==> src/rtl/lcnd_pkg.sv <==
package lcnd_pkg;

   localparam int MAX_BEAMS_DEFAULT = 512;
   localparam int QUEUE_DEPTH       = 2;

   localparam int RANGE_W     = 16;
   localparam int SECTOR_W    = 10;
   localparam int CENTER_W    = 9;
   localparam int CSR_INDEX_W = 3;
   localparam int CSR_DATA_W  = 16;
   localparam int TRIG_W      = 16;
   localparam int PROD_W      = 33;
   localparam int FRAC_W      = 15;
   localparam int ITEM_FLAGS  = 4;

   localparam logic [RANGE_W-1:0] HOLD_RESET = 16'd10000;

   // Angle step and reduction constants in Q32, unit in Q30.
   localparam longint unsigned STEP_Q32 =
      ((64'd6912195 << 32) + 64'd500000000) / 64'd1000000000;
   localparam longint unsigned TWO_PI_Q32  = 64'd26986075409;
   localparam longint unsigned PI_Q32      = 64'd13493037705;
   localparam longint unsigned HALF_PI_Q32 = 64'd6746518852;
   localparam longint          ONE_Q30     = 64'sd1073741824;

   typedef enum logic [CSR_INDEX_W-1:0] {
      REG_SECTOR_LENGTH,
      REG_CENTER_INDEX,
      REG_NEAR_LIMIT,
      REG_FAR_LIMIT,
      REG_SKIP_CENTER,
      REG_HOLD_ABOVE,
      REG_ACCEPT_BELOW
   } csr_reg_type;

   typedef struct packed {
      logic [SECTOR_W-1:0] sector_length;
      logic [CENTER_W-1:0] center_index;
      logic [RANGE_W-1:0]  near_side_limit_mm;
      logic [RANGE_W-1:0]  far_side_limit_mm;
      logic                skip_center;
      logic [RANGE_W-1:0]  hold_above_mm;
      logic [RANGE_W-1:0]  accept_below_mm;
   } cfg_type;

   localparam cfg_type CFG_RESET = '{
      sector_length:      10'd455,
      center_index:       9'd227,
      near_side_limit_mm: 16'd150,
      far_side_limit_mm:  16'd370,
      skip_center:        1'b1,
      hold_above_mm:      HOLD_RESET,
      accept_below_mm:    16'd5000
   };

   function automatic int cnt_width(input int beams);
      return $clog2(beams);
   endfunction

   function automatic int idx_width(input int beams);
      int c;
      c = $clog2(beams);
      return (c > CENTER_W) ? c : CENTER_W;
   endfunction

   function automatic int item_width(input int beams);
      return RANGE_W + ITEM_FLAGS + cnt_width(beams) + idx_width(beams);
   endfunction

   function automatic longint clamp_unit(input longint v);
      if (v < 0) return 0;
      if (v > ONE_Q30) return ONE_Q30;
      return v;
   endfunction

   function automatic logic [TRIG_W-1:0] q30_to_q15(input longint v, input logic neg);
      longint q;
      q = (v + 64'sd16384) >>> 15;
      if (q > 64'sd32767) q = 64'sd32767;
      if (neg) q = -q;
      return q[TRIG_W-1:0];
   endfunction

   // One entry of the sine and cosine table, {sine, cosine} in Q1.15, for a beam
   // that lies d steps away from the centre beam. Evaluated at elaboration only.
   function automatic logic [2*TRIG_W-1:0] trig_entry(input int unsigned d);
      longint unsigned t;
      logic            sneg;
      logic            cneg;
      longint          x;
      longint          x2;
      longint          acc;
      logic [TRIG_W-1:0] s;
      logic [TRIG_W-1:0] c;
      t    = (64'(d) * STEP_Q32) % TWO_PI_Q32;
      sneg = 1'b0;
      cneg = 1'b0;
      if (t >= PI_Q32) begin
         t    = t - PI_Q32;
         sneg = 1'b1;
         cneg = 1'b1;
      end
      if (t > HALF_PI_Q32) begin
         t    = PI_Q32 - t;
         cneg = !cneg;
      end
      x  = longint'(t >> 2);
      x2 = (x * x) >>> 30;

      acc = ONE_Q30;
      acc = clamp_unit(ONE_Q30 - ((x2 * acc) >>> 30) / 110);
      acc = clamp_unit(ONE_Q30 - ((x2 * acc) >>> 30) / 72);
      acc = clamp_unit(ONE_Q30 - ((x2 * acc) >>> 30) / 42);
      acc = clamp_unit(ONE_Q30 - ((x2 * acc) >>> 30) / 20);
      acc = clamp_unit(ONE_Q30 - ((x2 * acc) >>> 30) / 6);
      s   = q30_to_q15(clamp_unit((x * acc) >>> 30), sneg);

      acc = ONE_Q30;
      acc = clamp_unit(ONE_Q30 - ((x2 * acc) >>> 30) / 132);
      acc = clamp_unit(ONE_Q30 - ((x2 * acc) >>> 30) / 90);
      acc = clamp_unit(ONE_Q30 - ((x2 * acc) >>> 30) / 56);
      acc = clamp_unit(ONE_Q30 - ((x2 * acc) >>> 30) / 30);
      acc = clamp_unit(ONE_Q30 - ((x2 * acc) >>> 30) / 12);
      acc = clamp_unit(ONE_Q30 - ((x2 * acc) >>> 30) / 2);
      c   = q30_to_q15(acc, cneg);

      return {s, c};
   endfunction

endpackage

==> src/rtl/lcnd_front.sv <==
module lcnd_front import lcnd_pkg::*; #(
   parameter int MAX_BEAMS = MAX_BEAMS_DEFAULT
) (
   input  logic                               clock,
   input  logic                               reset,
   input  cfg_type                            cfg,
   input  logic                               req_push,
   input  logic [RANGE_W-1:0]                 req_range_mm,
   input  logic                               req_last_of_scan,
   input  logic                               queue_full,
   output logic                               queue_push,
   output logic [item_width(MAX_BEAMS)-1:0]   queue_item
);

   localparam int CNT_W  = cnt_width(MAX_BEAMS);
   localparam int IDX_W  = idx_width(MAX_BEAMS);
   localparam int BEAM_W = $clog2(MAX_BEAMS + 1);
   localparam int LEN_W  = (BEAM_W > SECTOR_W) ? BEAM_W : SECTOR_W;

   logic [CNT_W-1:0] cnt_ff;
   logic [CNT_W-1:0] cnt_in;
   logic [IDX_W-1:0] beam_idx;
   logic [IDX_W-1:0] centre;
   logic [IDX_W-1:0] beam_offset;
   logic [LEN_W-1:0] len_raw;
   logic [LEN_W-1:0] len_eff;
   logic             last;
   logic             use_far;
   logic             skip;
   logic             first;

   assign queue_push = req_push && !queue_full;

   always_comb begin
      beam_idx    = IDX_W'(cnt_ff);
      centre      = IDX_W'(cfg.center_index);
      beam_offset = (beam_idx >= centre) ? beam_idx - centre : centre - beam_idx;
      use_far     = beam_idx > centre;
      skip        = cfg.skip_center && (beam_idx == centre);
      first       = (cnt_ff == '0);

      // A length of zero, or one beyond the store, runs over the whole store.
      len_raw = LEN_W'(cfg.sector_length);
      if (len_raw == '0 || len_raw > LEN_W'(MAX_BEAMS)) begin
         len_eff = LEN_W'(MAX_BEAMS);
      end else begin
         len_eff = len_raw;
      end
      last = req_last_of_scan || (LEN_W'(cnt_ff) + LEN_W'(1) >= len_eff);

      cnt_in = cnt_ff;
      if (queue_push) begin
         cnt_in = last ? '0 : cnt_ff + CNT_W'(1);
      end
   end

   assign queue_item = {req_range_mm, last, first, skip, use_far, cnt_ff, beam_offset};

   always_ff @(posedge clock) begin
      if (reset) begin
         cnt_ff <= '0;
      end else begin
         cnt_ff <= cnt_in;
      end
   end

endmodule

==> config.mk <==
export PLATFORM = sky130hd
export DESIGN_NAME = lcnd_front
export DESIGN_NICKNAME = d
export VERILOG_FILES = /design/src/rtl/lcnd_pkg.sv /design/src/rtl/lcnd_front.sv
export SDC_FILE = /design/constraint.sdc
export NUM_CORES = 1
export LEC_CHECK = 0
export BUFFER_PORTS_ARGS = -buffer_cell sky130_fd_sc_hd__buf_2
export CAP_MARGIN = 40
export CORE_AREA = 2 2 74 76
export DETAILED_ROUTE_END_ITERATION = 8
export DIE_AREA = 0 0 76 78
export GPL_ROUTABILITY_DRIVEN = 0
export GPL_TIMING_DRIVEN = 0
export PLACE_DENSITY = 0.81
export SKIP_LAST_GASP = 1
export SLEW_MARGIN = 5
export SYNTH_ARGS = -nofsm -noshare
export SYNTH_HDL_FRONTEND = slang
export SYNTH_SLANG_ARGS = --single-unit
==> constraint.sdc <==
create_clock -name clock -period 2.7 [get_ports clock]
set_input_delay 0.135 -clock clock [delete_from_list [all_inputs] [get_ports clock]]
set_output_delay 0.135 -clock clock [all_outputs]
set_load 0.01 [all_outputs]
==> After elaboration in Yosys (flattened, before gate mapping) <==
Index checks and enable logic that the tools add are counted.
{ "totals": {"output_inout_bits": 39, "inputBits": 105, "regBits": 9} }
{ "op_classes": {"mux": 3, "add_sub_neg": 4, "reduce_logical": 7, "n_eq_ne": 1, "order_cmp": 4} }
{ "ops": {"columns": ["cell", "count"], "rows": [
  ["$mux 9", 2],
  ["$sub 9x9->9", 2],
  ["$add 9x1->10 const B", 1],
  ["$ge 10x10->1", 1],
  ["$gt 10x10->1 const B", 1],
  ["$logic_not 10->1", 1],
  ["$mux 10", 1],
  ["$add 9x1->9 const B", 1],
  ["$eq 9x9->1", 1],
  ["$ge 9x9->1", 1],
  ["$gt 9x9->1", 1],
  ["$logic_not 9->1", 1],
  ["$logic_and 1x1->1", 2],
  ["$logic_or 1x1->1", 2],
  ["$logic_not 1->1", 1]
]} }

==> Depth between registers and ports, before layout <==
{ "logic_depth": {"word_depth": 6, "mapped_depth": 13} }

==> Least setup slack after synthesis <==
OpenSTA, ideal clock, no wires.
{ "synth_timing": {"kind": "register -> output", "startpoint": "register cnt_ff[4], in the netlist beam_idx[4]", "endpoint": "output queue_item[21]", "n_path_buf": 3, "path_slack_ns": -0.014, "required_time_ns": 2.565, "t_arrival_ns": 2.579, "path_stages_with_launch": 14, "cell_sequence": "dfxtp_1 -> buf_2 -> and3_1 -> and3_1 -> and3_1 -> xnor2_1 -> ha_1 -> a21o_1 -> a21oi_1 -> nor2b_1 -> a2111oi_4 -> buf_6 -> inv_2 -> buf_4"} }
{ "synth_via": {"elab_chain_len": 3} }
{ "synth_lines": {"columns": ["element", "line_no", "source"], "rows": [
  ["start: declaration", "lcnd_front.sv:20", "logic [CNT_W-1:0] cnt_ff;"],
  ["start signal: assignment", "lcnd_front.sv:63", "cnt_ff <= cnt_in;"],
  ["$add 9x1->10", "lcnd_front.sv:49", "last = req_last_of_scan || (LEN_W'(cnt_ff) + LEN_W'(1) >= len_eff);"],
  ["$ge 10x10->1", "lcnd_front.sv:49", null],
  ["$logic_or 1x1->1", "lcnd_front.sv:49", null],
  ["end: declaration", "lcnd_front.sv:12", "output logic [item_width(MAX_BEAMS)-1:0] queue_item"]
]} }
No other way between the ends.

==> Worst setup path after layout <==
{ "layout_timing": {"startpoint": "register cnt_ff[3], in the netlist beam_idx[3]", "endpoint": "output queue_item[21]"} }
The elaborated chain is that of the path after synthesis.

==> results by group <==
Outcome
  – Status: finished, violations left
  – Violated checks: setup timing

Drt
  – Drt via density: 4.94
  – Routed Antenna Nets: 0
  – DRC Markers: 0
  – Routed Wire Length: 4850 um
  – DRT iter0 DRCs: 95
  – First-pass detailed-route iteration total: 4
  – Vias: 1913
  – Per-cell routed wire length: 12.5 um

Worst setup path
  – Most used cell, CP: and3_4
  – Crit path buf inv count: 3
  – CP Class: reg -> out
  – Worst Path Required: 2.57 ns
  – Critical Path AT: 2.68 ns
  – CP Cell Sequence: and3_4, and3_4, and3_4, xnor2_2, ha_1, a21o_1, a21oi_2, nor2b_2, a2111oi_4, buf_6, inv_2, buf_6
  – Delay-heaviest family, CP: compound AO/OA/AOI/OAI gates
  – Crit. End Element: output pin
  – Crit path launch type: flip-flop
  – R2R setup slack: -0.04 ns
  – CP max stage cell: dfxtp_4
  – CP Max Fanout: 7
  – CP peak stage delay: 0.38 ns

Clocking
  – Cts hold-fix bufs: 0
  – TritonCTS clock tree: yes
  – Clk_lat worst skew: 0.24 ns
  – Cts bufs inserted: 3
  – CTS H-Tree Depth: 1
  – Clk root buf: clkbuf_8
  – Reg clk slew, reported paths: 0.05 ns
  – Buffer depth of the longest clock path: 2
  – Clock sinks: 9

Power and ir drop
  – Pwr dens: 208 nW/um^2
  – Gate power share: 43.0%
  – Sw Ratio: 34.4%
  – P_leak: 0.00122 uW
  – Part of the power in registers: 25.3%
  – P_sw: 180 uW
  – Peak supply drop: 0.123 mV
  – Pint: 343 uW
  – Clock group share of total power: 31.7%

Synthesis
  – EDFF count, synth: 0
  – Synth Area in XOR/XNOR: 7.26%
  – Yosys top cell by area: ha_1
  – Syn avg cell area: 7.48 um^2
  – Cell Area, Synth: 1810 um^2
  – Synth Area in Compound Gates: 16.8%
  – Synthesis-stage register bit count: 9
  – Synthesized Nets: 378
  – Adder-cell area share of the yosys netlist: 22.3%
  – Ranking of synthesized cells by area: ha_1, dfxtp_1, buf_4
  – Largest family of logic cells by synthesized area: simple AND/OR/NAND/NOR gates
  – Post-synthesis simple-gate area fraction: 23.2%
  – Top cell type's share of synthesized area: 20.1%
  – Post-synth cell types: 38
  – Mux contribution to synthesized area: 4.43%
  – Synth Warn #: 0
  – Most used DFF post-synth: dfxtp_1
  – Async SR Flop Fraction: 0%
  – Gate Count Post-Synth: 242
  – Seq/Total Area, Yosys: 9.96%

Cells and area
  – Nets: 454
  – Most frequent cells in the layout: buf_2, buf_4, ha_1
  – Most common cell after layout, fill and taps aside: buf_2
  – Layout cells sized above 1: 42.9%
  – Synth-to-layout area growth: 38.8%
  – Final core occ: 49.8%
  – ANT cells: 0
  – Fill count: 487
  – Flip-flop count of the largest register after layout: 9

Global route
  – Largest net degree at the start of global routing: 11
  – Most used routing layer: met2
  – Met2 GRT Util: 30.8%
  – Initial antenna violation count: 0
  – Grt total ovfl: 0
  – Global Route Usage Sum: 16.1%
  – Met3 GRT Util: 2.56%
  – Vias in the first global route: 1853
  – Met1 Use GR: 18.2%
  – First-pass GRT wire length: 8000 um

STA
  – Max-slew violations: 0
  – Final Cycle Share: 104%
  – Final setup fails: 6
  – Clock skew: 0.00207 ns
  – RSZ-0062 raised after global routing: true
  – Post-route setup slack: -0.112 ns
  – Worst Tran Pin Value: 0.472 ns
  – Slew margin rel.: 68.5%
  – Endpoints failing hold: 0
  – Final min period: 2.81 ns
  – Fmax: 0.356 GHz
  – Min Hold Slack: 0.298 ns

Flow run
  – Max-cap viol count: 0

Floorplanning
  – Starting density of the core: 35.9%
  – Rows: 26
  – Die ar.: 5930 um^2
  – Core Region: 5040 um^2
  – Die height: 78 um
  – I/O pin count: 144
  – Die width: 76 um

Placed design
  – Port Buffers: 62
  – Detail Placement HPWL: 3720 um
  – Setup WS pre-CTS: -0.318 ns

Worst hold path
  – Min-Delay Path Class: in -> reg
## cell type report
cell class / count / area, um^2 / area share, %
repair buffers: 74 / 423 / 16.8
multi-input cells: 183 / 1480 / 59.1
flip-flops and latches: 9 / 199 / 7.92
clock buffers: 4 / 45.0 / 1.79
plain buffers: 26 / 194 / 7.72
inverters: 21 / 78.8 / 3.14
well taps: 70 / 87.6 / 3.49
## Yosys cell counts, drive strengths merged, types with 4 or more instances
cell    number
xnor2        9
xor2         6
inv         21
a31oi        4
ha          29
dfxtp        9
nand2       26
and3        10
a21oi       23
nand2b       9
mux2i        8
nand3        8
a21o         4
o21ai       11
nor4         4
buf         28
nor2b        4
nor2         9
## what timing repair did
| action | 4_1_cts | 5_1_grt |
|---|---|---|
| endpoints found under the setup margin | 10 | 14 |
| resized for setup | 28 | 15 |
| pin swaps | 12 | 15 |
| setup buffers | 7 | 6 |
## final timing paths
check | start | to | depth (start not counted)
worst max-delay path | beam_idx[3] | queue_item[21] | 12
worst min-delay path | reset | beam_idx[0] | 2
worst max register to register | beam_idx[3] | beam_idx[1] | 13
worst min register to register | beam_idx[3] | beam_idx[3] | 2
## metrics by stage
| stage | total power [uW] | instance area [um^2] | cells | setup TNS (ns) |
|---|---|---|---|---|
| 2_1_floorplan | 269 | 1810 | 242 | 0 |
| 3_3_place_gp | 336 | 2210 | 374 | -1.84 |
| 3_5_place_dp | 342 | 2210 | 374 | -2.01 |
| 4_1_cts | 512 | 2420 | 383 | -0.00691 |
| 5_1_grt | 552 | 2510 | 387 | -1.27 |
| 6_report | 523 | 2510 | 387 | -0.185 |
## power groups by stage
stage          clock network (uW)  registers (uW)  logic [uW]
2_1_floorplan                   0             138         131
3_3_place_gp                    0             139         197
3_5_place_dp                    0             139         203
4_1_cts                       164             132         215
5_1_grt                       172             132         248
6_report                      166             132         225
## logic make-up (layout without fill, tap and decap cells)
logic type | count (synthesis) | count (layout)
compound gates | 48 | 48
xor+xnor | 15 | 15
mux | 8 | 8
fa+ha+maj | 31 | 31
buf+inv | 50 | 125
simple gates | 81 | 81
flops | 9 | 9
## routing by layer
metal  vias up  share of wire, %
met5         -                 0
met4         0               1.1
met3         5               6.4
met2        77                51
met1       872                41
li1        959                 -
(Power assumes the default switching activity.)
