## config.mk

```make
export PLATFORM = sky130hd
export DESIGN_NAME = lcnd_fifo
export DESIGN_NICKNAME = d
export VERILOG_FILES = /design/src/rtl/lcnd_pkg.sv /design/src/rtl/lcnd_fifo.sv
export SDC_FILE = /design/constraint.sdc
export NUM_CORES = 1
export LEC_CHECK = 0
export ABC_CLOCK_PERIOD_IN_PS = 1470
export BUFFER_PORTS_ARGS = -buffer_cell sky130_fd_sc_hd__buf_4
export CAP_MARGIN = 20
export CORE_ASPECT_RATIO = 1.25
export CORE_UTILIZATION = 48
export CTS_BUF_LIST = sky130_fd_sc_hd__clkbuf_4 sky130_fd_sc_hd__clkbuf_8
export DETAILED_ROUTE_END_ITERATION = 10
export HOLD_SLACK_MARGIN = 0.1
export PLACE_DENSITY = 0.76
export SETUP_SLACK_MARGIN = 0.05
export SYNTH_ARGS = -nofsm -noshare
export SYNTH_HDL_FRONTEND = slang
export SYNTH_SLANG_ARGS = --single-unit
```

## constraint.sdc

```tcl
create_clock -name clock -period 1.47 [get_ports clock]
set_input_delay 0.147 -clock clock [delete_from_list [all_inputs] [get_ports clock]]
set_output_delay 0.147 -clock clock [all_outputs]
set_load 0.01 [all_outputs]
```

## src/rtl/lcnd_pkg.sv

```systemverilog
package lcnd_pkg;

   localparam int MAX_BEAMS_DEFAULT = 512;
   localparam int QUEUE_DEPTH       = 2;

   localparam int RANGE_W     = 16;
   localparam int SECTOR_W    = 10;
   localparam int CENTER_W    = 9;
   localparam int CSR_INDEX_W = 3;
   localparam int CSR_DATA_W  = 16;
   localparam int TRIG_W      = 16;
   localparam int PROD_W      = 33;
   localparam int FRAC_W      = 15;
   localparam int ITEM_FLAGS  = 4;

   localparam logic [RANGE_W-1:0] HOLD_RESET = 16'd10000;

   // Angle step and reduction constants in Q32, unit in Q30.
   localparam longint unsigned STEP_Q32 =
      ((64'd6912195 << 32) + 64'd500000000) / 64'd1000000000;
   localparam longint unsigned TWO_PI_Q32  = 64'd26986075409;
   localparam longint unsigned PI_Q32      = 64'd13493037705;
   localparam longint unsigned HALF_PI_Q32 = 64'd6746518852;
   localparam longint          ONE_Q30     = 64'sd1073741824;

   typedef enum logic [CSR_INDEX_W-1:0] {
      REG_SECTOR_LENGTH,
      REG_CENTER_INDEX,
      REG_NEAR_LIMIT,
      REG_FAR_LIMIT,
      REG_SKIP_CENTER,
      REG_HOLD_ABOVE,
      REG_ACCEPT_BELOW
   } csr_reg_type;

   typedef struct packed {
      logic [SECTOR_W-1:0] sector_length;
      logic [CENTER_W-1:0] center_index;
      logic [RANGE_W-1:0]  near_side_limit_mm;
      logic [RANGE_W-1:0]  far_side_limit_mm;
      logic                skip_center;
      logic [RANGE_W-1:0]  hold_above_mm;
      logic [RANGE_W-1:0]  accept_below_mm;
   } cfg_type;

   localparam cfg_type CFG_RESET = '{
      sector_length:      10'd455,
      center_index:       9'd227,
      near_side_limit_mm: 16'd150,
      far_side_limit_mm:  16'd370,
      skip_center:        1'b1,
      hold_above_mm:      HOLD_RESET,
      accept_below_mm:    16'd5000
   };

   function automatic int cnt_width(input int beams);
      return $clog2(beams);
   endfunction

   function automatic int idx_width(input int beams);
      int c;
      c = $clog2(beams);
      return (c > CENTER_W) ? c : CENTER_W;
   endfunction

   function automatic int item_width(input int beams);
      return RANGE_W + ITEM_FLAGS + cnt_width(beams) + idx_width(beams);
   endfunction

   function automatic longint clamp_unit(input longint v);
      if (v < 0) return 0;
      if (v > ONE_Q30) return ONE_Q30;
      return v;
   endfunction

   function automatic logic [TRIG_W-1:0] q30_to_q15(input longint v, input logic neg);
      longint q;
      q = (v + 64'sd16384) >>> 15;
      if (q > 64'sd32767) q = 64'sd32767;
      if (neg) q = -q;
      return q[TRIG_W-1:0];
   endfunction

   // One entry of the sine and cosine table, {sine, cosine} in Q1.15, for a beam
   // that lies d steps away from the centre beam. Evaluated at elaboration only.
   function automatic logic [2*TRIG_W-1:0] trig_entry(input int unsigned d);
      longint unsigned t;
      logic            sneg;
      logic            cneg;
      longint          x;
      longint          x2;
      longint          acc;
      logic [TRIG_W-1:0] s;
      logic [TRIG_W-1:0] c;
      t    = (64'(d) * STEP_Q32) % TWO_PI_Q32;
      sneg = 1'b0;
      cneg = 1'b0;
      if (t >= PI_Q32) begin
         t    = t - PI_Q32;
         sneg = 1'b1;
         cneg = 1'b1;
      end
      if (t > HALF_PI_Q32) begin
         t    = PI_Q32 - t;
         cneg = !cneg;
      end
      x  = longint'(t >> 2);
      x2 = (x * x) >>> 30;

      acc = ONE_Q30;
      acc = clamp_unit(ONE_Q30 - ((x2 * acc) >>> 30) / 110);
      acc = clamp_unit(ONE_Q30 - ((x2 * acc) >>> 30) / 72);
      acc = clamp_unit(ONE_Q30 - ((x2 * acc) >>> 30) / 42);
      acc = clamp_unit(ONE_Q30 - ((x2 * acc) >>> 30) / 20);
      acc = clamp_unit(ONE_Q30 - ((x2 * acc) >>> 30) / 6);
      s   = q30_to_q15(clamp_unit((x * acc) >>> 30), sneg);

      acc = ONE_Q30;
      acc = clamp_unit(ONE_Q30 - ((x2 * acc) >>> 30) / 132);
      acc = clamp_unit(ONE_Q30 - ((x2 * acc) >>> 30) / 90);
      acc = clamp_unit(ONE_Q30 - ((x2 * acc) >>> 30) / 56);
      acc = clamp_unit(ONE_Q30 - ((x2 * acc) >>> 30) / 30);
      acc = clamp_unit(ONE_Q30 - ((x2 * acc) >>> 30) / 12);
      acc = clamp_unit(ONE_Q30 - ((x2 * acc) >>> 30) / 2);
      c   = q30_to_q15(acc, cneg);

      return {s, c};
   endfunction

endpackage

```

## src/rtl/lcnd_fifo.sv

```systemverilog
module lcnd_fifo import lcnd_pkg::*; #(
   parameter int WIDTH = RANGE_W,
   parameter int DEPTH = QUEUE_DEPTH
) (
   input  logic             clock,
   input  logic             reset,
   input  logic             push,
   output logic             full,
   input  logic [WIDTH-1:0] wr_data,
   input  logic             pop,
   output logic             empty,
   output logic [WIDTH-1:0] rd_data
);

   localparam int PTR_W   = (DEPTH > 1) ? $clog2(DEPTH) : 1;
   localparam int COUNT_W = $clog2(DEPTH + 1);

   logic [WIDTH-1:0]   mem_ff [DEPTH];
   logic [PTR_W-1:0]   wr_ptr_ff;
   logic [PTR_W-1:0]   wr_ptr_in;
   logic [PTR_W-1:0]   rd_ptr_ff;
   logic [PTR_W-1:0]   rd_ptr_in;
   logic [COUNT_W-1:0] count_ff;
   logic [COUNT_W-1:0] count_in;
   logic               do_push;
   logic               do_pop;

   assign full    = (count_ff == COUNT_W'(DEPTH));
   assign empty   = (count_ff == '0);
   assign do_push = push && !full;
   assign do_pop  = pop && !empty;
   assign rd_data = mem_ff[rd_ptr_ff];

   always_comb begin
      wr_ptr_in = wr_ptr_ff;
      rd_ptr_in = rd_ptr_ff;
      count_in  = count_ff;
      if (do_push) begin
         wr_ptr_in = (wr_ptr_ff == PTR_W'(DEPTH - 1)) ? '0 : wr_ptr_ff + PTR_W'(1);
      end
      if (do_pop) begin
         rd_ptr_in = (rd_ptr_ff == PTR_W'(DEPTH - 1)) ? '0 : rd_ptr_ff + PTR_W'(1);
      end
      if (do_push && !do_pop) begin
         count_in = count_ff + COUNT_W'(1);
      end else if (do_pop && !do_push) begin
         count_in = count_ff - COUNT_W'(1);
      end
   end

   always_ff @(posedge clock) begin
      if (reset) begin
         wr_ptr_ff <= '0;
         rd_ptr_ff <= '0;
         count_ff  <= '0;
      end else begin
         wr_ptr_ff <= wr_ptr_in;
         rd_ptr_ff <= rd_ptr_in;
         count_ff  <= count_in;
      end
   end

   always_ff @(posedge clock) begin
      if (do_push) begin
         mem_ff[wr_ptr_ff] <= wr_data;
      end
   end

endmodule

```

# == Yosys cells after proc, flatten, opt, wreduce, memory -nomap -nowiden ==
# Memories as Yosys holds them, arrays and structs flattened. A register that Yosys moved wholly into a read port is not among the register bits.
# Index checks and enable logic that the tools add are counted.
# Widths: inputs -> output; s select.
# classes
addsub,4
eq_ne,1
mux,8
reduce_logical,10
# ops
cell,n
$mux 1,6
$logic_and 1x1->1,4
$logic_not 1->1,4
$mux 2,2
$add 1x1->1 const B,2
$add 2x1->2 const B,1
$eq 2x2->1 const B,1
$logic_not 2->1,1
$reduce_bool 2->1,1
$sub 2x1->2 const B,1
# totals
register_bits,4
ram_bits,32
in_bits,20
output_inout_bits,18
wordCells,27
mem_count,1
# mem_list
name,depth,word_bits,rd,rd_clocked_by_memory_dff,write_ports,line,rtl
mem_ff,2,16,1,1,1,lcnd_fifo.sv:18,logic [WIDTH-1:0] mem_ff [DEPTH];

# == Longest topological paths before layout ==
# Gate-level depths: netlist of the first run.
# logic_depth
ltp_word,7
depth_mapped,6
mapped_depth_nobuf,6

# == Least setup slack after synthesis of the first run ==
# OpenSTA, ideal clock, no wires.
# synth_timing
kind,register -> register
from,register count_ff[1]
to,memory mem_ff[0][0] in the netlist's numbering (enable)
setup_ns,0.364
arrival_ns,1.156
required_time_ns,1.106
setup_slack_ns,-0.049
path_stages_with_launch,4
path_buffers,0
synth_period_minus_slack_ns,1.519
path_cell_list,dfxtp_1 > nor2b_2 > or3_1 > inv_1
# synth_via
elab_chain_len,5
# synth_lines
item,line,rtl
"start, declared",lcnd_fifo.sv:23,logic [COUNT_W-1:0] count_ff;
"start signal, assigned",lcnd_fifo.sv:59,count_ff <= count_in;
$eq 2x2->1,lcnd_fifo.sv:28,assign full = (count_ff == COUNT_W'(DEPTH));
net full,lcnd_fifo.sv:8,"output logic full,"
$logic_not 1->1,lcnd_fifo.sv:30,assign do_push = push && !full;
$logic_and 1x1->1,lcnd_fifo.sv:30,
$mux 1,lcnd_fifo.sv:64,if (do_push) begin
$mux 1 (implied by the code),lcnd_fifo.sv:65,mem_ff[wr_ptr_ff] <= wr_data;
"end, declared",lcnd_fifo.sv:18,
# The timed path passes the listed nets, and every way through them passes these cells.

# == Worst setup path in the final report of the first run ==
# layout_timing
from,register count_ff[1]
to,register count_ff[1]
# layout_via
elab_chain_len,6
elab_cells_between_ends,15
classes_between,add/sub (2); eq/ne (1); mux (2); reduce/logical (10)
# layout_lines
item,line,rtl
$eq 2x2->1 *,lcnd_fifo.sv:28,
$logic_not 1->1 *,lcnd_fifo.sv:30,
$logic_and 1x1->1 *,lcnd_fifo.sv:30,
net do_push,lcnd_fifo.sv:25,logic do_push;
$logic_not 1->1,lcnd_fifo.sv:46,end else if (do_pop && !do_push) begin
$logic_and 1x1->1,lcnd_fifo.sv:46,
$reduce_bool 2->1 (no line),--,
# Mark *: on every way through the listed nets, which the timed path passes. The rest lies on a longest branch. The select of a mux whose other input is x is not followed.
# A chain may end at the register's enable or synchronous reset.

==> flow_summary.toml, run 1 <==
[run_status]
outcome = "finished clean"

[sta]
fin_skew_ns = 0.00742
tns_ns = 0
setup_viol = 0
tightest_slew_ns = 0.232
hold_violations = 0
fmax_mhz = 685
rsz0062_at_grt = "yes"
timing.final.crit_period_ns = 1.46
slew_viol_final = 0
fin_crit_sh_pct = 99.3
worst_slew_margin_rel_pct = 84.5

[worst_setup_path]
crit_slowest_cell = "dfxtp_2"
cp_data_required_time_ns = 1.74
reg2reg_depth = 6
r2r_start = "count_ff[1]$_SDFFE_PP0P_"
crit_chain = "nor2b_4 > nor2_2 > ha_2 > xor2_1 > or3_1 > a21oi_2"
worstSetupPathType = "reg2reg"
r2r-end = "count_ff[1]$_SDFFE_PP0P_"
path_max_fanout = 3
critPathArrivalTime_ns = 1.73
r2r_slack_ns = 0.01
crit_path_end_kind = "register"
start_kind = "register"
crit_path_max_incr_delay_ns = 0.37

[floorplanning]
start_util_pct = 50.6
die_area_um2 = 3070
die-height_um = 61.7
io_pins = 38
die_width_um = 49.8
core_um2 = 2710
num_rows = 21

[placed_design]
post-dp-hpwl_um = 1440
gp_congestion = 0.647
postPlaceCellArea_um2 = 1730
dp.cells = 149
port_buffers = 37

[global_route]
grt_pass1_wl_um = 4250
antenna_found_initial = 0
track_usage_pct = 20.3
grt_max_degree = 12
grt_overflow = 0
grt_pass1_vias = 919

[clock_tree]
cts_made_buffers = 5
clock_sinks = 37
root_buffer = "clkbuf_4"
cts_tree = "yes"
clk_pin_slew_ns = 0.10
clk_latency_ns = 0.33
cts_max_path_buffers = 2
h-tree-depth = 2

[synthesis]
syn_avg_cell_area_um2 = 18.3
syn_nets = 96
synth_xor_area_share_pct = 1.92
yosys-top-cells-area = "edfxtp_1 (70%), mux2_2 (13%), dfxtp_1 (7.3%)"
synthAdderAreaFrac_pct = 0.914
syn_inst = 75
async_flop_share_pct = 0
synth-compound-area-share_pct = 1.83
synth.area.mux_share_pct = 13.2
synth_flop_cell = "edfxtp_1"
ys_top_cells_by_count = "edfxtp_1 (32), mux2_2 (16), dfxtp_1 (5), nor2_1 (5)"
synth_area_um2 = 1370
synth-seq-area-share_pct = 77.5
synth_edf_count = 32
synth_area_leader_cell = "edfxtp_1"
synth_most_common_cell = "edfxtp_1"
ys_warn_count = 0
synth_top_cell_area_share_pct = 70.2
synth_top_family_by_area = "multiplexers"
yosys.cell_types.count = 13
synth-simple-area-share_pct = 3.38
synth-seq-cells = 37

[final_layout]
nNetsFinal = 167
fin_util_pct = 81.3
design_area_um2 = 2200
n_antenna_cell = 0
nFillCells = 142
drive_gt1_share_pct = 55.1
layout.cells.non_filler = 181
areaGrowthSynthToFinish_pct = 60.7

[detailed_routing]
first_pass_iters = 4
via_count = 871
wl_per_cell_um = 15.1
drc = 0
drt-total-wl_um = 2730
antenna_left = 0
drt-initial-drc-count = 11
vias_per_cell = 4.81

[power_and_ir_drop]
powerDensity_nw_per_um2 = 1610
leakagePower_uw = 0.000892
power_uw = 3540
ir_worst_vdd_v = 0.00131

[flow_run]
cap_violations = 0

[min_path]
hold_depth = 4
min_from = "push"
hp-class = "in2reg"
whs_endpoint = "wr_ptr_ff$_SDFFE_PP0P_"
-- per-stage QoR --
| step | hold WS, ns | setup slack, ns |
|---|---|---|
| after global routing | 0.227 | -0.0410 |
| after global placement | 0.333 | 0.0507 |
| after detailed placement | 0.336 | 0.0149 |
| final | 0.206 | 0.0100 |
| after CTS | 0.184 | 0.00355 |
| after floorplan | 0.209 | 0.0543 |
-- power breakdown --
part / internal, uW / switching [uW] / total, uW / leakage [uW]
combinational: 868 / 556 / 1420 / 0.000507
sequential: 1340 / 95.5 / 1440 / 0.000342
clock: 372 / 302 / 674 / 0.0000433
total: 2580 / 954 / 3540 / 0.000892
-- worst max-delay path, delay by kind of cell (launching register included) --
family | cells | cell delay [ns]
AND/OR/NAND/NOR | 3 | 0.57
AO/OA/AOI/OAI | 1 | 0.13
flip-flops | 1 | 0.37
XOR/XNOR | 1 | 0.15
adder cells (fa/ha/maj) | 1 | 0.18
-- sequential cells by signal, summed over array words and instances (netlist names), named ones only --
signal and flops:
rd_ptr_ff 1, wr_ptr_ff 1, mem_ff 32, count_ff 2
-- logic make-up after synthesis --
logic type | Yosys count
buffers and inverters | 4
adders and majority gates | 1
AOI/OAI and AO/OA | 5
DFF | 37
xor gates and xnor gates | 3
and+or+nand+nor | 9
muxes | 16
-- repair_timing --
action                                 CTS  global route
buffers inserted                         6             0
setup endpoints to repair               33            28
pin swaps                                2             0
hold buffers                            17             0
endpoints found under the hold margin   37             0
resized for setup                       43             3
gates cloned                             1             0
-- layout by cell type, fill, tap and decap left out, types with 2 or more instances in the layout --
master         synthesis  layout
clkbuf_4               0       6
buf_6                  0      17
or3_1                  2       2
o21ai_0                3       2
dfxtp_4                0       2
buf_8                  0       2
xor2_1                 3       3
dfxtp_1                5       2
mux2_4                 0      16
dlygate4sd3_1          0      17
nor2_1                 5       4
edfxtp_1              32      32
buf_4                  0      29
-- final cells by class --
type	count	area (um^2)	area share, %
Multi-Input combinational cell	34	368	16.7
Clock inverter	2	33.8	1.54
Clock buffer	6	45.0	2.05
Timing Repair Buffer	66	629	28.6
Tap cell	34	42.5	1.93
Inverter	2	11.3	0.512
Sequential cell	37	1070	48.6
-- per-layer routing --
layer  part of all wire [%]  GRT usage [%]
met5                      0              0
met4                    2.1           9.80
met3                    3.8           4.62
met2                     57           40.5
met1                     37           19.8
-- worst max-delay path by stage --
stage / startpoint / to / cells after the start
2_1_floorplan: count_ff[0]$_SDFFE_PP0P_ / count_ff[1]$_SDFFE_PP0P_ / 4
3_3_place_gp: count_ff[1]$_SDFFE_PP0P_ / mem_ff[0][15]$_DFFE_PP_ / 3
3_5_place_dp: count_ff[1]$_SDFFE_PP0P_ / count_ff[1]$_SDFFE_PP0P_ / 5
4_1_cts: register / rd_data[1] / 3
5_1_grt: count_ff[1]$_SDFFE_PP0P_ / count_ff[1]$_SDFFE_PP0P_ / 6
6_report: count_ff[1]$_SDFFE_PP0P_ / count_ff[1]$_SDFFE_PP0P_ / 6
No activity file was read; power rests on OpenSTA's default activity.
==> run 2: changes to the inputs <==
--- a/config.mk
+++ b/config.mk
@@ -9,11 +9,13 @@
 export BUFFER_PORTS_ARGS = -buffer_cell sky130_fd_sc_hd__buf_4
 export CAP_MARGIN = 20
 export CORE_ASPECT_RATIO = 1.25
+export CORE_MARGIN = 3
 export CORE_UTILIZATION = 48
 export CTS_BUF_LIST = sky130_fd_sc_hd__clkbuf_4 sky130_fd_sc_hd__clkbuf_8
 export DETAILED_ROUTE_END_ITERATION = 10
 export HOLD_SLACK_MARGIN = 0.1
 export PLACE_DENSITY = 0.76
+export RECOVER_POWER = 50
 export SETUP_SLACK_MARGIN = 0.05
 export SYNTH_ARGS = -nofsm -noshare
 export SYNTH_HDL_FRONTEND = slang
==> flow_summary.toml, run 2 (synthesized netlist as in run 1, its figures left out) <==
[final_layout]
n_antenna_cell = 0
areaGrowthSynthToFinish_pct = 57.9
nNetsFinal = 166
drive_gt1_share_pct = 54.1
top_regs = "mem_ff: 32 flops, count_ff: 2 flops"
design_area_um2 = 2160
fin_util_pct = 79.8
final_common_cell = "edfxtp_1"
largest_reg_flops = 32
regMostFlops = "mem_ff"
final_cell_mix = "edfxtp_1 (32), clkbuf_4 (21), buf_6 (18)"
layout.cells.non_filler = 180

[power_and_ir_drop]
p_clk_share_pct = 15.2
ir_worst_vdd_v = 0.00147
seqPwrFrac_pct = 42.6
leakagePower_uw = 0.000868
intPower_uw = 2400
combPwrFrac_pct = 42.2
switchingPower_uw = 944
netSwitchingFraction_pct = 28.3
powerDensity_nw_per_um2 = 1550

[detailed_routing]
wl_per_cell_um = 15.0
via_count = 868
first_pass_iters = 2
vias_per_cell = 4.82
drc = 0
drt-total-wl_um = 2700
drt-initial-drc-count = 14
antenna_left = 0

[min_path]
hold_depth = 4
min_from = "push"
hp-class = "in2reg"
whs_endpoint = "wr_ptr_ff$_SDFFE_PP0P_"

[clock_tree]
clk_pin_slew_ns = 0.11
root_buffer = "clkbuf_4"
cts_tree = "yes"
clk_latency_ns = 0.34
h-tree-depth = 2
cts_max_path_buffers = 2
clock_sinks = 37
cts_made_buffers = 5

[worst_setup_path]
reg2reg_depth = 4
r2r_slack_ns = 0.04
crit_path_max_incr_delay_ns = 0.39
r2r_start = "count_ff[0]$_SDFFE_PP0P_"
crit_chain = "buf_8 > mux2_4 > buf_6"
r2r-end = "count_ff[1]$_SDFFE_PP0P_"
critPathArrivalTime_ns = 1.29
crit_slowest_cell = "dfxtp_4"
path_max_fanout = 6
crit_path_end_kind = "primary output"
worstSetupPathType = "reg2out"
cp_data_required_time_ns = 1.32
start_kind = "register"

[sta]
hold_violations = 0
fin_crit_sh_pct = 97.9
timing.final.crit_period_ns = 1.44
tightest_slew_ns = 0.204
setup_viol = 0
worst_slew_margin_rel_pct = 86.3
hold-worst-slack_ns = 0.208
tns_ns = 0
slew_viol_final = 0
fmax_mhz = 695
rsz0062_at_grt = "yes"
fin_skew_ns = 0.0114

[floorplanning]
num_rows = 21
io_pins = 38
die_width_um = 53.8
die-height_um = 65.7
die_area_um2 = 3530
start_util_pct = 50.6
core_um2 = 2710

[placed_design]
postPlaceCellArea_um2 = 1730
port_buffers = 37
gp_congestion = 0.570
dp.cells = 149
post-dp-hpwl_um = 1650

[global_route]
track_usage_pct = 18.1
grt_pass1_vias = 917
grt_overflow = 0
antenna_found_initial = 0
grt_pass1_wl_um = 4280
grt_max_degree = 12

[run_status]
outcome = "finished clean"

[flow_run]
cap_violations = 0
run 2: timing repair:
| action | CTS | global route |
|---|---|---|
| hold buffers | 17 | 0 |
| setup endpoints to repair | 33 | 17 |
| setup buffers | 5 | 0 |
| resized for setup | 31 | 15 |
| pin swaps | 2 | 0 |
| cloned | 1 | 0 |
| hold endpoints to repair | 37 | 0 |
run 2: critical path: cells and delay by family (launching register included):
family | cells | cell delay (ns)
buf+inv | 2 | 0.26
flops | 1 | 0.39
mux | 1 | 0.31
run 2: layout make-up:
| type | count | area [um^2] |
|---|---|---|
| fillers | 163 | 546 |
| flip-flops and latches | 37 | 1070 |
| multi-input cells | 34 | 372 |
| clock buffers | 6 | 45.0 |
| well taps | 34 | 42.5 |
| inverters | 2 | 11.3 |
| repair buffers | 65 | 611 |
| clock inverters | 2 | 10.0 |
run 2: per-layer routing:
layer	up-vias	global-route usage (%)	part of all wire [%]
met4	0	8.63	2.0
li1	421	-	-
met2	28	31.4	57
met1	413	18.5	36
met5	-	0	0
met3	6	6.35	5.3
run 2: worst max-delay path by stage:
stage | start | slack [ns] | to
4_1_cts | register | -0.01 | rd_data[14]
5_1_grt | register | -0.04 | rd_data[14]
2_1_floorplan | count_ff[0]$_SDFFE_PP0P_ | 0.05 | count_ff[1]$_SDFFE_PP0P_
3_3_place_gp | count_ff[1]$_SDFFE_PP0P_ | 0.04 | mem_ff[0][8]$_DFFE_PP_
3_5_place_dp | count_ff[0]$_SDFFE_PP0P_ | -0.09 | count_ff[1]$_SDFFE_PP0P_
6_report | register | 0.03 | rd_data[7]
run 2: power groups by stage:
stage / registers, uW / logic [uW] / clock network [uW]
after CTS: 1420 / 1310 / 530
after global routing: 1440 / 1520 / 584
final: 1420 / 1410 / 508
after global placement: 1420 / 936 / 0
after floorplan: 1410 / 548 / 0
after detailed placement: 1430 / 971 / 0
run 2: per-stage QoR:
| step | worst slack (ns) | power [uW] |
|---|---|---|
| finish | 0.0303 | 3340 |
| global route | -0.0369 | 3540 |
| floorplan | 0.0543 | 1950 |
| detailed placement | -0.0894 | 2400 |
| global placement | 0.0394 | 2350 |
| CTS | -0.0136 | 3260 |
==> run 3: changes to the inputs <==
--- a/config.mk
+++ b/config.mk
@@ -8,13 +8,12 @@
 export ABC_CLOCK_PERIOD_IN_PS = 1470
 export BUFFER_PORTS_ARGS = -buffer_cell sky130_fd_sc_hd__buf_4
 export CAP_MARGIN = 20
-export CORE_ASPECT_RATIO = 1.25
 export CORE_MARGIN = 3
 export CORE_UTILIZATION = 48
 export CTS_BUF_LIST = sky130_fd_sc_hd__clkbuf_4 sky130_fd_sc_hd__clkbuf_8
 export DETAILED_ROUTE_END_ITERATION = 10
 export HOLD_SLACK_MARGIN = 0.1
-export PLACE_DENSITY = 0.76
+export PLACE_DENSITY = 0.77
 export RECOVER_POWER = 50
 export SETUP_SLACK_MARGIN = 0.05
 export SYNTH_ARGS = -nofsm -noshare
==> flow_summary.toml, run 3 (synthesized netlist as in run 1, its figures left out) <==
[final_layout]
areaGrowthSynthToFinish_pct = 59.0
n_antenna_cell = 0
drive_gt1_share_pct = 54.1
final_common_cell = "edfxtp_1"
regMostFlops = "mem_ff"
final_cell_mix = "edfxtp_1 (32), clkbuf_4 (20), dlygate4sd3_1 (17), buf_6 (17), mux2_4 (16)"
nFillCells = 117
nNetsFinal = 166
design_area_um2 = 2180
largest_reg_flops = 32
fin_util_pct = 84.1
top_regs = "mem_ff: 32 flops, count_ff: 2 flops"

[clock_tree]
clock_sinks = 37
cts_tree = "yes"
clk_latency_ns = 0.33
cts_made_buffers = 5
cts_max_path_buffers = 2
h-tree-depth = 2
clk_pin_slew_ns = 0.09
root_buffer = "clkbuf_4"

[worst_setup_path]
r2r-end = "count_ff[1]$_SDFFE_PP0P_"
reg2reg_depth = 6
path_max_fanout = 6
critPathCapture = "rd_data[12]"
critPathArrivalTime_ns = 1.28
worstSetupPathType = "reg2out"
crit_path_end_kind = "primary output"
r2r_start = "count_ff[1]$_SDFFE_PP0P_"
cp_data_required_time_ns = 1.32
r2r_slack_ns = 0.05
start_kind = "register"

[detailed_routing]
antenna_left = 0
drc = 0
drt-total-wl_um = 2850
first_pass_iters = 4
via_count = 844
wl_per_cell_um = 16.2
vias_per_cell = 4.80
drt-initial-drc-count = 46

[global_route]
grt_overflow = 0
antenna_found_initial = 0
track_usage_pct = 17.6
grt_max_degree = 13
grt_pass1_wl_um = 4240
grt_pass1_vias = 920

[sta]
fmax_mhz = 701
tightest_slew_ns = 0.194
fin_crit_sh_pct = 97.1
hold_violations = 0
fin_skew_ns = 0.0119
setup_viol = 0
rsz0062_at_grt = "yes"
timing.final.crit_period_ns = 1.43
worst_slew_margin_rel_pct = 87.1
slew_viol_final = 0

[run_status]
outcome = "finished clean"

[floorplanning]
core_um2 = 2590
start_util_pct = 52.9
die_width_um = 59.4
die-height_um = 59.4
io_pins = 38
die_area_um2 = 3530
num_rows = 18

[power_and_ir_drop]
ir_worst_vdd_v = 0.00131
powerDensity_nw_per_um2 = 1550
leakagePower_uw = 0.000873

[placed_design]
port_buffers = 37
post-dp-hpwl_um = 1710
postPlaceCellArea_um2 = 1720
gp_congestion = 0.645

[min_path]
hp-class = "in2reg"

[flow_run]
cap_violations = 0
-- run 3: worst min-delay path by stage --
stage / start / endpoint / slack, ns / depth (start not counted)
after CTS: push / wr_ptr_ff$_SDFFE_PP0P_ / 0.20 / 4
final: push / wr_ptr_ff$_SDFFE_PP0P_ / 0.24 / 4
after global routing: push / wr_ptr_ff$_SDFFE_PP0P_ / 0.24 / 4
after global placement: wr_data[10] / mem_ff[0][10]$_DFFE_PP_ / 0.33 / 1
after detailed placement: wr_data[13] / mem_ff[1][13]$_DFFE_PP_ / 0.34 / 1
after floorplan: reset / count_ff[1]$_SDFFE_PP0P_ / 0.21 / 1
-- run 3: final cells by class --
cell class              count  area (um^2)  area share [%]
repair buffers             65          614            28.2
flip-flops and latches     37         1070            49.3
clock buffers               6         45.0            2.07
clock inverters             2         10.0           0.460
well taps                  30         37.5            1.72
inverters                   2         11.3           0.517
multi-input cells          34          387            17.8
-- run 3: stage by stage --
stage                     std cells  worst slack [ns]  hold slack (ns)  setup TNS [ns]  total power [uW]
after floorplan                  75            0.0543            0.209               0              1950
after global placement          145            0.0359            0.333               0              2350
after detailed placement        145           -0.0689            0.336         -0.0689              2410
after CTS                       176            0.0191            0.198               0              3350
after global routing            176          -0.00170            0.242        -0.00241              3550
final                           176            0.0431            0.236               0              3380
-- run 3: metal layers --
| metal | global-route usage, % | vias up | routed length (um) |
|---|---|---|---|
| met3 | 4.58 | 5 | 104 |
| met5 | 0 | - | 0 |
| met4 | 9.71 | 0 | 38 |
| li1 | - | 420 | - |
| met1 | 18.3 | 399 | 1080 |
| met2 | 31.8 | 20 | 1620 |
-- run 3: power breakdown --
| part | total (uW) | leakage [uW] | internal, uW | switching (uW) |
|---|---|---|---|---|
| registers | 1450 | 0.000342 | 1350 | 96.7 |
| logic | 1440 | 0.000496 | 878 | 561 |
| clock network | 500 | 0.0000354 | 201 | 299 |
| total | 3380 | 0.000873 | 2430 | 957 |
-- run 3: what timing repair did --
| item | in CTS | in global routing |
|---|---|---|
| hold buffers | 17 | 0 |
| pin swaps | 1 | 2 |
| resized for setup | 43 | 6 |
| setup endpoints to repair | 33 | 18 |
| hold endpoints to repair | 37 | 0 |
| cloned | 1 | 0 |
| buffers inserted | 5 | 0 |
-- run 3: worst max-delay path: stages, from the launching register on --
cell and delay, ns:
dfxtp_4 0.39, buf_8 0.14, mux2_4 0.31, buf_6 0.12
